File: src/hw/rtl/qr_data_segment_encoder_top_macros.svh
// Assertion macros for the data segment encoder.
`ifndef QR_DATA_SEGMENT_ENCODER_TOP_MACROS_SVH
`define QR_DATA_SEGMENT_ENCODER_TOP_MACROS_SVH

// Check a same-cycle implication.
`define QRDSE_ASSERT_NOW(label, clk, rst_n, pre, post) \
    label: assert property (@(posedge clk) disable iff (!rst_n) (pre) |-> (post)) \
        else $error("qrdse assertion failed");

// Check an implication whose consequent holds in the next cycle.
`define QRDSE_ASSERT_NEXT(label, clk, rst_n, pre, post) \
    label: assert property (@(posedge clk) disable iff (!rst_n) (pre) |=> (post)) \
        else $error("qrdse assertion failed");

`endif

File: src/hw/rtl/qrdse_pkg.sv
`default_nettype none

package qrdse_pkg;

    localparam int unsigned MAX_CAPACITY_BYTES = 4096;
    localparam int unsigned CAPB_W      = $clog2(MAX_CAPACITY_BYTES + 1);
    localparam int unsigned CAP_BITS_W  = CAPB_W + 3;
    localparam int unsigned LEVEL_W     = 16;
    localparam int unsigned CMP_W       =
        ((CAP_BITS_W > LEVEL_W) ? CAP_BITS_W : LEVEL_W) + 1;

    localparam int unsigned CHUNK_W     = 20;
    localparam int unsigned LEN_W       = 5;
    localparam int unsigned GROUP_W     = 11;
    localparam logic [LEN_W-1:0] MAX_CHUNK_LEN = 5'd20;

    localparam logic [1:0] CFG_MODE     = 2'd0;
    localparam logic [1:0] CFG_VERSION  = 2'd1;
    localparam logic [1:0] CFG_CAPACITY = 2'd2;
    localparam logic [1:0] CFG_MSG_LEN  = 2'd3;

    localparam logic [1:0] MODE_NUMERIC = 2'd0;
    localparam logic [1:0] MODE_ALNUM   = 2'd1;

    localparam logic [3:0] MI_NUMERIC   = 4'b0001;
    localparam logic [3:0] MI_ALNUM     = 4'b0010;
    localparam logic [3:0] MI_BYTE      = 4'b0100;

    localparam logic [7:0] PAD_BYTE_A   = 8'hEC;
    localparam logic [7:0] PAD_BYTE_B   = 8'h11;

    localparam logic [LEN_W-1:0] NUM_GROUP_LEN   = 5'd10;
    localparam logic [LEN_W-1:0] ALNUM_GROUP_LEN = 5'd11;
    localparam logic [LEN_W-1:0] ALNUM_FLUSH_LEN = 5'd6;
    localparam logic [LEN_W-1:0] BYTE_LEN        = 5'd8;

    typedef enum logic [1:0] {
        REQ_HEADER = 2'd0,
        REQ_CHAR   = 2'd1,
        REQ_FINISH = 2'd2,
        REQ_PAD    = 2'd3
    } req_t;

    typedef enum logic [2:0] {
        PH_FIRST = 3'b001,
        PH_TERM  = 3'b010,
        PH_PAD   = 3'b100
    } phase_t;

    function automatic logic [4:0] count_width(input logic [1:0] mode,
                                               input logic [5:0] version);
        logic [1:0] row;
        logic [4:0] w;
        row = (version < 6'd10) ? 2'd0 : ((version < 6'd27) ? 2'd1 : 2'd2);
        case (mode)
            MODE_NUMERIC: w = 5'd10 + {2'b0, row, 1'b0};
            MODE_ALNUM:   w = 5'd9 + {2'b0, row, 1'b0};
            default:      w = (row == 2'd0) ? 5'd8 : 5'd16;
        endcase
        return w;
    endfunction

    function automatic logic [5:0] alnum_code(input logic [7:0] c);
        logic [5:0] v;
        case (c) inside
            [8'h30:8'h39]: v = 6'(c - 8'h30);
            [8'h41:8'h5A]: v = 6'(c - 8'h41 + 8'd10);
            8'h20:         v = 6'd36;
            8'h24:         v = 6'd37;
            8'h25:         v = 6'd38;
            8'h2A:         v = 6'd39;
            8'h2B:         v = 6'd40;
            8'h2D:         v = 6'd41;
            8'h2E:         v = 6'd42;
            8'h2F:         v = 6'd43;
            8'h3A:         v = 6'd44;
            default:       v = 6'd0;
        endcase
        return v;
    endfunction

endpackage

`default_nettype wire

File: src/hw/rtl/qr_data_segment_encoder_top.sv
// Channel | Direction | Handshake          | Payload
// in      | sink      | in_valid/in_ready  | req_type, char_code
// out     | source    | out_valid/out_ready| chunk_value, chunk_len, overflow, done_res, last
// cfg     | sink      | cfg_valid/cfg_ready| cfg_index, cfg_data
//
// Header, character and pad requests give one chunk each: one a cycle when unstalled.
// Finish gives one to three chunks from its input register, one a cycle if unstalled.
// The result register sits between the input register and the out channel.
// cfg_ready is always high; writes are taken at any time.
// rst_n clears all control state and the configuration to its defaults.
`default_nettype none

`include "qr_data_segment_encoder_top_macros.svh"

module qr_data_segment_encoder_top (
    input  wire logic        clk,
    input  wire logic        rst_n,
    input  wire logic        in_valid,
    output logic             in_ready,
    input  wire logic [1:0]  req_type,
    input  wire logic [7:0]  char_code,
    output logic             out_valid,
    input  wire logic        out_ready,
    output logic [19:0]      chunk_value,
    output logic [4:0]       chunk_len,
    output logic             overflow,
    output logic             done_res,
    output logic             last,
    input  wire logic        cfg_valid,
    output logic             cfg_ready,
    input  wire logic [1:0]  cfg_index,
    input  wire logic [15:0] cfg_data
);

    localparam int unsigned LW = qrdse_pkg::LEVEL_W;
    localparam int unsigned CW = qrdse_pkg::CMP_W;
    localparam int unsigned GW = qrdse_pkg::GROUP_W;
    localparam int unsigned NW = qrdse_pkg::LEN_W;
    localparam int unsigned VW = qrdse_pkg::CHUNK_W;

    logic [1:0]  mode_reg;
    logic [5:0]  version_reg;
    logic [11:0] capacity_reg;
    logic [15:0] msg_len_reg;

    logic [LW-1:0] bit_level_reg, bit_level_next;
    logic [GW-1:0] group_value_reg, group_value_next;
    logic [1:0]    group_count_reg, group_count_next;
    logic          pad_phase_reg, pad_phase_next;
    qrdse_pkg::phase_t phase_reg, phase_next;

    logic            item_valid_reg;
    qrdse_pkg::req_t req_reg;
    logic [7:0]      char_reg;

    logic          out_valid_reg;
    logic [VW-1:0] chunk_value_reg;
    logic [NW-1:0] chunk_len_reg;
    logic          overflow_reg;
    logic          done_res_reg;
    logic          last_reg;

    logic          fire;
    logic          item_done;
    logic [VW-1:0] res_value;
    logic [NW-1:0] res_len;
    logic          res_ovf;
    logic          res_done;
    logic          res_last;
    logic          level_clear;

    logic [qrdse_pkg::CAPB_W-1:0] cap_bytes;
    logic [CW-1:0]                cap_bits;
    logic [CW-1:0]                level_ext;
    logic [4:0]                   cnt_w;
    logic [3:0]                   mode_ind;
    logic [15:0]                  cnt_mask;
    logic [3:0]                   digit;
    logic [5:0]                   acode;
    logic                         have_flush;
    logic [NW-1:0]                flen;
    logic                         lvl_ovf;
    logic [CW-1:0]                room;
    logic [2:0]                   term;
    logic [2:0]                   term_end;
    logic [2:0]                   pad_len;
    logic [CW-1:0]                ceil_bytes;
    logic [LW:0]                  level_sum;
    logic [LW-1:0]                level_base;

    assign cfg_ready = 1'b1;
    assign fire      = item_valid_reg && (!out_valid_reg || out_ready);
    assign item_done = fire && res_last;
    assign in_ready  = !item_valid_reg || item_done;

    assign cap_bytes = (capacity_reg > 12'(qrdse_pkg::MAX_CAPACITY_BYTES - 1))
                       ? qrdse_pkg::CAPB_W'(qrdse_pkg::MAX_CAPACITY_BYTES)
                       : qrdse_pkg::CAPB_W'(capacity_reg);
    assign cap_bits  = CW'({cap_bytes, 3'b000});
    assign level_ext = CW'(bit_level_reg);

    assign cnt_w    = qrdse_pkg::count_width(mode_reg, version_reg);
    assign cnt_mask = 16'((17'd1 << cnt_w) - 17'd1);
    assign mode_ind = (mode_reg == qrdse_pkg::MODE_NUMERIC) ? qrdse_pkg::MI_NUMERIC :
                      (mode_reg == qrdse_pkg::MODE_ALNUM)   ? qrdse_pkg::MI_ALNUM :
                                                              qrdse_pkg::MI_BYTE;
    assign digit = (char_reg >= 8'h30 && char_reg <= 8'h39) ? 4'(char_reg - 8'h30) : 4'd0;
    assign acode = qrdse_pkg::alnum_code(char_reg);

    assign have_flush = (group_count_reg != 2'd0) &&
                        (mode_reg == qrdse_pkg::MODE_NUMERIC ||
                         mode_reg == qrdse_pkg::MODE_ALNUM);
    assign flen = (mode_reg == qrdse_pkg::MODE_NUMERIC)
                  ? NW'({group_count_reg, 1'b0} + {1'b0, group_count_reg} + 3'd1)
                  : qrdse_pkg::ALNUM_FLUSH_LEN;
    assign lvl_ovf  = level_ext > cap_bits;
    assign room     = cap_bits - level_ext;
    assign term     = lvl_ovf ? 3'd0 : ((room > CW'(4)) ? 3'd4 : room[2:0]);
    assign term_end = bit_level_reg[2:0] + term;
    assign pad_len  = 3'd0 - bit_level_reg[2:0];
    assign ceil_bytes = CW'((level_ext + CW'(7)) >> 3);

    always_comb
    begin
        res_value        = '0;
        res_len          = '0;
        res_ovf          = 1'b0;
        res_done         = 1'b0;
        res_last         = 1'b1;
        level_clear      = 1'b0;
        group_value_next = group_value_reg;
        group_count_next = group_count_reg;
        pad_phase_next   = pad_phase_reg;
        phase_next       = qrdse_pkg::PH_FIRST;
        case (req_reg)
            qrdse_pkg::REQ_HEADER:
            begin
                level_clear      = 1'b1;
                group_value_next = '0;
                group_count_next = '0;
                pad_phase_next   = 1'b0;
                res_value = (VW'(mode_ind) << cnt_w) | VW'(msg_len_reg & cnt_mask);
                res_len   = NW'(cnt_w + 5'd4);
            end
            qrdse_pkg::REQ_CHAR:
            begin
                if (mode_reg == qrdse_pkg::MODE_NUMERIC)
                begin
                    group_value_next = group_value_reg * GW'(10) + GW'(digit);
                    if (group_count_reg >= 2'd2)
                    begin
                        res_value        = VW'(group_value_next);
                        res_len          = qrdse_pkg::NUM_GROUP_LEN;
                        group_value_next = '0;
                        group_count_next = '0;
                    end
                    else
                    begin
                        group_count_next = group_count_reg + 2'd1;
                    end
                end
                else if (mode_reg == qrdse_pkg::MODE_ALNUM)
                begin
                    group_value_next = group_value_reg * GW'(45) + GW'(acode);
                    if (group_count_reg >= 2'd1)
                    begin
                        res_value        = VW'(group_value_next);
                        res_len          = qrdse_pkg::ALNUM_GROUP_LEN;
                        group_value_next = '0;
                        group_count_next = '0;
                    end
                    else
                    begin
                        group_count_next = 2'd1;
                    end
                end
                else
                begin
                    res_value = VW'(char_reg);
                    res_len   = qrdse_pkg::BYTE_LEN;
                end
            end
            qrdse_pkg::REQ_FINISH:
            begin
                group_value_next = '0;
                group_count_next = '0;
                if (phase_reg == qrdse_pkg::PH_FIRST && have_flush)
                begin
                    res_value  = VW'(group_value_reg);
                    res_len    = flen;
                    res_ovf    = (level_ext + CW'(flen)) > cap_bits;
                    res_last   = 1'b0;
                    phase_next = qrdse_pkg::PH_TERM;
                end
                else if (phase_reg == qrdse_pkg::PH_PAD)
                begin
                    res_len = NW'(pad_len);
                    res_ovf = lvl_ovf;
                end
                else
                begin
                    res_len    = NW'(term);
                    res_ovf    = lvl_ovf;
                    res_last   = (term_end == 3'd0);
                    phase_next = res_last ? qrdse_pkg::PH_FIRST : qrdse_pkg::PH_PAD;
                end
            end
            default:
            begin
                if (ceil_bytes < CW'(cap_bytes))
                begin
                    res_value      = VW'(pad_phase_reg ? qrdse_pkg::PAD_BYTE_B
                                                       : qrdse_pkg::PAD_BYTE_A);
                    res_len        = qrdse_pkg::BYTE_LEN;
                    pad_phase_next = !pad_phase_reg;
                end
                else
                begin
                    res_done = 1'b1;
                end
            end
        endcase
    end

    assign level_base     = level_clear ? '0 : bit_level_reg;
    assign level_sum      = {1'b0, level_base} + (LW + 1)'(res_len);
    assign bit_level_next = level_sum[LW] ? '1 : level_sum[LW-1:0];

    always_ff @(posedge clk or negedge rst_n)
    begin
        if (!rst_n)
        begin
            mode_reg     <= '0;
            version_reg  <= 6'd1;
            capacity_reg <= 12'd19;
            msg_len_reg  <= '0;
        end
        else if (cfg_valid && cfg_ready)
        begin
            case (cfg_index)
                qrdse_pkg::CFG_MODE:     mode_reg     <= cfg_data[1:0];
                qrdse_pkg::CFG_VERSION:  version_reg  <= cfg_data[5:0];
                qrdse_pkg::CFG_CAPACITY: capacity_reg <= cfg_data[11:0];
                qrdse_pkg::CFG_MSG_LEN:  msg_len_reg  <= cfg_data;
                default:                 mode_reg     <= mode_reg;
            endcase
        end
    end

    always_ff @(posedge clk or negedge rst_n)
    begin
        if (!rst_n)
        begin
            bit_level_reg   <= '0;
            group_value_reg <= '0;
            group_count_reg <= '0;
            pad_phase_reg   <= 1'b0;
            phase_reg       <= qrdse_pkg::PH_FIRST;
            item_valid_reg  <= 1'b0;
            req_reg         <= qrdse_pkg::REQ_HEADER;
            out_valid_reg   <= 1'b0;
        end
        else
        begin
            if (fire)
            begin
                bit_level_reg   <= bit_level_next;
                group_value_reg <= group_value_next;
                group_count_reg <= group_count_next;
                pad_phase_reg   <= pad_phase_next;
                phase_reg       <= phase_next;
            end
            if (in_valid && in_ready)
            begin
                item_valid_reg <= 1'b1;
                req_reg        <= qrdse_pkg::req_t'(req_type);
            end
            else if (item_done)
            begin
                item_valid_reg <= 1'b0;
            end
            if (fire)
            begin
                out_valid_reg <= 1'b1;
            end
            else if (out_ready)
            begin
                out_valid_reg <= 1'b0;
            end
        end
    end

    always_ff @(posedge clk)
    begin
        if (in_valid && in_ready)
        begin
            char_reg <= char_code;
        end
        if (fire)
        begin
            chunk_value_reg <= res_value & VW'((21'd1 << res_len) - 21'd1);
            chunk_len_reg   <= res_len;
            overflow_reg    <= res_ovf;
            done_res_reg    <= res_done;
            last_reg        <= res_last;
        end
    end

    assign out_valid   = out_valid_reg;
    assign chunk_value = chunk_value_reg;
    assign chunk_len   = chunk_len_reg;
    assign overflow    = overflow_reg;
    assign done_res    = done_res_reg;
    assign last        = last_reg;

    `QRDSE_ASSERT_NOW(a_len_range, clk, rst_n, out_valid, chunk_len <= qrdse_pkg::MAX_CHUNK_LEN)
    `QRDSE_ASSERT_NOW(a_value_masked, clk, rst_n, out_valid, (chunk_value >> chunk_len) == 20'd0)
    `QRDSE_ASSERT_NOW(a_done_empty, clk, rst_n, out_valid && done_res, chunk_len == 5'd0 && last)
    `QRDSE_ASSERT_NOW(a_phase_finish, clk, rst_n, item_valid_reg && phase_reg != qrdse_pkg::PH_FIRST, req_reg == qrdse_pkg::REQ_FINISH)
    `QRDSE_ASSERT_NEXT(a_hold_item, clk, rst_n, item_valid_reg && !item_done, item_valid_reg && $stable(req_reg))

endmodule

`default_nettype wire

File: config.mk
export PLATFORM = sky130hd
export DESIGN_NAME = qr_data_segment_encoder_top
export DESIGN_NICKNAME = d
export VERILOG_FILES = /design/src/hw/rtl/qrdse_pkg.sv /design/src/hw/rtl/qr_data_segment_encoder_top.sv
export VERILOG_INCLUDE_DIRS = /design/src /design/src/hw/rtl
export SDC_FILE = /design/constraint.sdc
export NUM_CORES = 1
export LEC_CHECK = 0
export ABC_AREA = 1
export BUFFER_PORTS_ARGS = -buffer_cell sky130_fd_sc_hd__buf_4
export CELL_PAD_IN_SITES_DETAIL_PLACEMENT = 0
export CELL_PAD_IN_SITES_GLOBAL_PLACEMENT = 1
export CORE_UTILIZATION = 46
export CTS_BUF_LIST = sky130_fd_sc_hd__clkbuf_4 sky130_fd_sc_hd__clkbuf_8 sky130_fd_sc_hd__clkbuf_16
export DETAILED_ROUTE_END_ITERATION = 6
export GPL_ROUTABILITY_DRIVEN = 1
export PLACE_DENSITY_LB_ADDON = 0.1
export SLEW_MARGIN = 20
export SYNTH_ARGS = -nofsm -noshare
export SYNTH_HDL_FRONTEND = slang
export SYNTH_SLANG_ARGS = --single-unit
export TNS_END_PERCENT = 30
File: constraint.sdc
create_clock -name clk -period 5.58 [get_ports clk]
set_input_delay 0 -clock clk [delete_from_list [all_inputs] [get_ports clk]]
set_output_delay 0 -clock clk [all_outputs]
set_load 0.02 [all_outputs]
Word-level counts from Yosys, hierarchy flattened

Index checks and enable logic that the tools add are counted.

Add/sub/neg operators: 19
$mul: 2
Order comparisons: 13
Eq/ne operators: 18
Shift operators: 3
Mux-type cells: 66
Bitwise gates (word level): 4
Reductions and logical operators: 32

Operators by type and width:

| kind                                                | count |
|---|---|
| 2-to-1 mux 11 bit                                   | 8 |
| == test 8 x 6 -> 1 bit, second input constant       | 9 |
| 2-to-1 mux 6 bit                                    | 11 |
| one-hot mux 20 bit (3 select lines)                 | 1 |
| adder 16 x 5 -> 17 bit                              | 2 |
| 2-to-1 mux 16 bit                                   | 2 |
| 2-to-1 mux 3 bit                                    | 9 |
| 2-to-1 mux 5 bit                                    | 5 |
| one-hot mux 11 bit (2 select lines)                 | 1 |
| AND 20 bit                                          | 1 |
| 2-to-1 mux 20 bit                                   | 1 |
| OR 20 x 16 -> 20 bit                                | 1 |
| left shift 1 x 5 -> 20 bit, first input constant    | 1 |
| left shift 3 x 5 -> 20 bit                          | 1 |
| subtractor 20 x 1 -> 20 bit, second input constant  | 1 |
| adder 16 x 3 -> 17 bit, second input constant       | 1 |
| > comparator 17 x 16 -> 1 bit                       | 1 |
| > comparator 17 x 3 -> 1 bit, second input constant | 1 |
| subtractor 16 x 16 -> 17 bit                        | 1 |
| AND 16 bit                                          | 1 |
| > comparator 16 bit                                 | 1 |
| 2-to-1 mux 4 bit                                    | 4 |
| 2-to-1 mux 8 bit                                    | 2 |
| left shift 1 x 5 -> 16 bit, first input constant    | 1 |
| 48 further kinds                                    | 90 |

Bits in registers: 109
Bits of input ports: 33
Output and inout port bits: 31
Word-level logic and storage cells: 175

Longest topological paths before layout

Depth in word-level cells: 18
Depth in mapped cells: 35
Mapped depth without buffers: 34

Least setup slack after synthesis

OpenSTA, ideal clock, no wires.

Path type: reg-to-reg
From: register bit_level_reg[1]
To: register bit_level_reg[2]
Library setup time: 0.088 ns
Data arrival time: 4.492 ns
Required time: 5.492 ns
Path slack: 1.001 ns
Stages on the path, launching flop included: 30
Path buffers: 1
Clock period less this slack: 4.579 ns
Cell sequence: dfrtp_1 inv_1 ha_1 a21oi_2 nand2_2 nor2_1 nand2_1 xor2_1 ha_1 a21oi_1 o31ai_1 nor2_1 nand2_1 nand2_2 nand2_2 inv_1 ha_1 nand2_1 nor2_1 a211oi_1 nor2_1 o21ai_1 nor3_1 nand3_1 nor2_1 inv_1 o41ai_2 inv_1 clkbuf_1 a22oi_1

Elaborated cells on any way between the ends: 15
Those cells by class: 4 x add/sub; 3 x order compare; 8 x mux

RTL lines:

| element                            | line                               | text |
|---|---|---|
| start, declared                    | qr_data_segment_encoder_top.sv:46  | `logic [LW-1:0] bit_level_reg, bit_level_next;` |
| start signal, assigned             | qr_data_segment_encoder_top.sv:267 | `bit_level_reg <= bit_level_next;` |
| adder 16 x 3 -> 17 bit             | qr_data_segment_encoder_top.sv:121 | `assign ceil_bytes = CW'((level_ext + CW'(7)) >> 3);` |
| < comparator 14 x 13 -> 1 bit      | qr_data_segment_encoder_top.sv:210 | `if (ceil_bytes < CW'(cap_bytes))` |
| 2-to-1 mux 4 bit                   | qr_data_segment_encoder_top.sv:210 |  |
| one-hot mux 5 bit (3 select lines) | qr_data_segment_encoder_top.sv:135 | `case (req_reg)` |
| via res_len[3]                     | qr_data_segment_encoder_top.sv:66  | `logic [NW-1:0] res_len;` |
| adder 16 x 5 -> 17 bit             | qr_data_segment_encoder_top.sv:226 | `assign level_sum = {1'b0, level_base} + (LW + 1)'(res_len);` |
| 2-to-1 mux 16 bit                  | qr_data_segment_encoder_top.sv:227 | `assign bit_level_next = level_sum[LW] ? '1 : level_sum[LW-1:0];` |

The timed path passes the listed nets, and every way through them passes these cells.
A chain may end at the register's enable or synchronous reset.

Final worst setup path

From: register bit_level_reg[6]
To: register bit_level_reg[12]

Longest elaborated chain between the ends: 9
Elaborated cells on any way between the ends: 14
Those cells by class: 3 x add/sub; 3 x order compare; 8 x mux

RTL lines:

| element                                | line                               | text |
|---|---|---|
| subtractor 16 x 16 -> 17 bit           | qr_data_segment_encoder_top.sv:117 | `assign room = cap_bits - level_ext;` |
| > comparator 17 x 3 -> 1 bit           | qr_data_segment_encoder_top.sv:118 | `assign term = lvl_ovf ? 3'd0 : ((room > CW'(4)) ? 3'd4 : room[2:0]);` |
| 2-to-1 mux 3 bit                       | qr_data_segment_encoder_top.sv:118 |  |
| 2-to-1 mux 3 bit (*)                   | qr_data_segment_encoder_top.sv:118 |  |
| 2-to-1 mux 3 bit (*)                   | qr_data_segment_encoder_top.sv:195 | `else if (phase_reg == qrdse_pkg::PH_PAD)` |
| 2-to-1 mux 5 bit (*)                   | qr_data_segment_encoder_top.sv:187 | `if (phase_reg == qrdse_pkg::PH_FIRST && have_flush)` |
| one-hot mux 5 bit (3 select lines) (*) | qr_data_segment_encoder_top.sv:135 |  |
| via res_len[0]                         | qr_data_segment_encoder_top.sv:66  |  |
| adder 16 x 5 -> 17 bit (*)             | qr_data_segment_encoder_top.sv:226 |  |
| 2-to-1 mux 16 bit (*)                  | qr_data_segment_encoder_top.sv:227 |  |

Mark *: on every way through the listed nets, which the timed path passes. The rest lies on a longest branch.

==> results.ini <==
[sta]
fmax_mhz = 197
tns_ns = 0
setup_viol_count_final = 0
fin_skew_ns = 0.0121
period_needed_ns = 5.08
worst_slew_pin_slew_ns = 0.990
fin_crit_sh = 0.911
finalHoldViolCount = 0
slew_viol_final = 0
rsz0062_at_grt = false
relSlewSlack = 0.340

[worst_hold_path]
hp-start = cfg_data[1]
hold_class = input pin to register

[placed_design]
place_area_mm2 = 0.0113
gp_congestion = 0.911
numPlacedInstances = 1748
portBuffers = 62
hpwlAfterDp_um = 25100

[worst_setup_path]
startpoint = bit_level_reg[6]$_DFFE_PN0P_
cp_slowest_cell = dfrtp_1
cp.arrival_ns = 5.35
rr_startpoint = bit_level_reg[6]$_DFFE_PN0P_
start_kind = register
slowest_delay_ns = 0.44
crit_type = register to register
cp_max_fo = 12
end_kind = register
critPathRequiredTime_ns = 5.84

[logic_synthesis]
synth-edff-count = 36
seq_area_frac_synth = 0.279
synth_seq_cells = 109
syn_area_mm2 = 0.0105
synthFlopType = dfrtp_1
async_flop_share = 0.670
syn-instance-count = 1407
synth_top_cells_by_area = dfrtp_1 16%, ha_1 13%, edfxtp_1 10%
yosysWarnings = 0
synthDistinctLibCells = 62
synth_top_area_frac = 0.163
yosys.area.top_type = dfrtp_1
syn_avg_cell_area_um2 = 7.43

[die]
io_pins = 64
die_area_mm2 = 0.0233
start_util = 0.475
core_mm2 = 0.0220
placementRows = 54
die_x_um = 153
die_y_um = 153

[routing]
num_vias = 9609
postRouteWirelength_um = 31200
ant_nets = 0
drcViolationCount = 5
wl_met3_um = 1730
viasPerCell = 5.37
wl_met1_um = 14200
first_pass_iters = 7
wl_met2_um = 14200
top_layer_used = met4
wl_per_cell_um = 17.4
drt-initial-drc-count = 674

[outcome]
status = finished, violations left
violations = DRC

[layout]
drive_gt1_frac = 0.129
diodes = 0
final_cells = 1791
seqCellArea_mm2 = 0.00292
final_area_mm2 = 0.0119
multi_input_area_mm2 = 0.00661
final_nets = 1669
largest_register_ffs = 20
syn_to_final_growth_pct = 14.2
num-fill-cells = 2181

[pwr]
leakage_uw = 0.00600
power.total_uw = 7090
power_density_mw_per_mm2 = 594
peakVddDrop_v = 0.000299

[clock_tree]
ctsRootBufferMaster = clkbuf_16
cts-htree-levels = 3
cts_inserted_buffers = 9
clk_pin_slew_ns = 0.09
cts_tree = yes
cts.path.max_buffers = 2
clock_latency_ns = 0.37
clkSinkCount = 109

[global_routing]
grt_max_degree = 74
grt_pass1_vias = 9309
grt_use_total = 0.274
antenna_found_initial = 1
grt-ovfl-total = 0
grt_pass1_wl_um = 49900

[flow_run]
maxCapViolCount = 0

## metrics by stage
step                worst slack, ns  utilization  hold slack (ns)
CTS                           0.322        0.540           0.0102
detailed placement            0.367        0.514            0.180
global route                 0.0226        0.542           0.0279
global placement              0.426        0.514            0.178
finish                        0.496        0.542           0.0145
floorplan                      1.00            -           -0.296
## worst max-delay path: cells and delay by family (launching register included)
kind | cells | cell delay [ns]
and+or+nand+nor | 17 | 2.00
adders and majority gates | 3 | 0.90
buffers and inverters | 7 | 0.82
AOI/OAI and AO/OA | 5 | 0.80
DFF | 1 | 0.44
## synth_stat cells, drive strengths merged, types with 5 or more instances
library cell	instances
dfrtp	68
nand3	92
o21ai	101
clkbuf	20
a211oi	5
nor3	28
o22ai	12
nand2	300
dfstp	5
xor2	50
inv	228
nand3b	11
xnor2	17
o211ai	9
o31ai	5
nor2	137
a22oi	17
nand4	22
ha	112
fa	18
buf	6
edfxtp	36
a21oi	62
a31oi	6
## routing by layer
layer / vias up / track usage
li1: 4847 / -
met1: 4452 / 0.363
met2: 253 / 0.448
met3: 57 / 0.0441
met4: 0 / 0.105
met5: - / 0
## cell type report
type / instances / share of cell area
multi-input cells: 1047 / 0.554
repair buffers: 107 / 0.0730
clock inverters: 7 / 0.00713
inverters: 232 / 0.0730
flip-flops and latches: 109 / 0.245
well taps: 280 / 0.0294
clock buffers: 9 / 0.0189
## power breakdown
part	internal [uW]	leakage (uW)	total [uW]	switching [uW]
Sequential	1160	0.00125	1430	263
Combinational	1760	0.00461	4980	3210
Clock	325	0.000147	689	365
Total	3250	0.00600	7090	3840
## layout by cell type, fill, tap and decap left out, drive strengths merged, types with 3 or more instances in the layout
cell type and instances:
nand4 22, clkinv 6, xnor2 17, inv 232, clkbuf 9, a21o 3
nor4 4, ha 112, buf 80, nand2 300, nand3 92, fa 18
o221ai 4, o31ai 5, xor2 50, conb 9, dfrtp 68, nand3b 11
dfstp 5, dlygate4sd3 27, and2 3, o211ai 9, a31oi 6, nor3 28
edfxtp 36, nor2 137, or2 3, o41ai 3, a22oi 17, a211oi 5
mux2 3, o22ai 12, o21ai 101, a21oi 62
## path summary, 6_finish.rpt
check                      depth (start not counted)                             to  slack (ns)
max reg2reg                                       32  bit_level_reg[12]$_DFFE_PN0P_        0.50
min reg2reg                                        2     version_reg[1]$_DFFE_PN0P_        0.50
min in group asynchronous                          2    capacity_reg[7]$_DFFE_PN0P_        0.34
min                                                3     version_reg[1]$_DFFE_PN0P_        0.01
max in group asynchronous                          2   bit_level_reg[1]$_DFFE_PN0P_        4.54
max                                               32  bit_level_reg[12]$_DFFE_PN0P_        0.50
## timing repair
item | 4_1_cts | 5_1_grt
buffers inserted | 0 | 0
resized for setup | 0 | 11
hold buffers | 27 | 0
setup endpoints to repair | 0 | 16
hold endpoints to repair | 108 | 0
## kinds of logic after synthesis
| family | synth area share |
|---|---|
| other | 0.000718 |
| AND/OR/NAND/NOR | 0.262 |
| AO/OA/AOI/OAI | 0.137 |
| multiplexers | 0.00323 |
| XOR/XNOR | 0.0561 |
| adder cells (fa/ha/maj) | 0.169 |
| flip-flops | 0.279 |
| buffers and inverters | 0.0942 |
No activity file was read; power rests on OpenSTA's default activity.
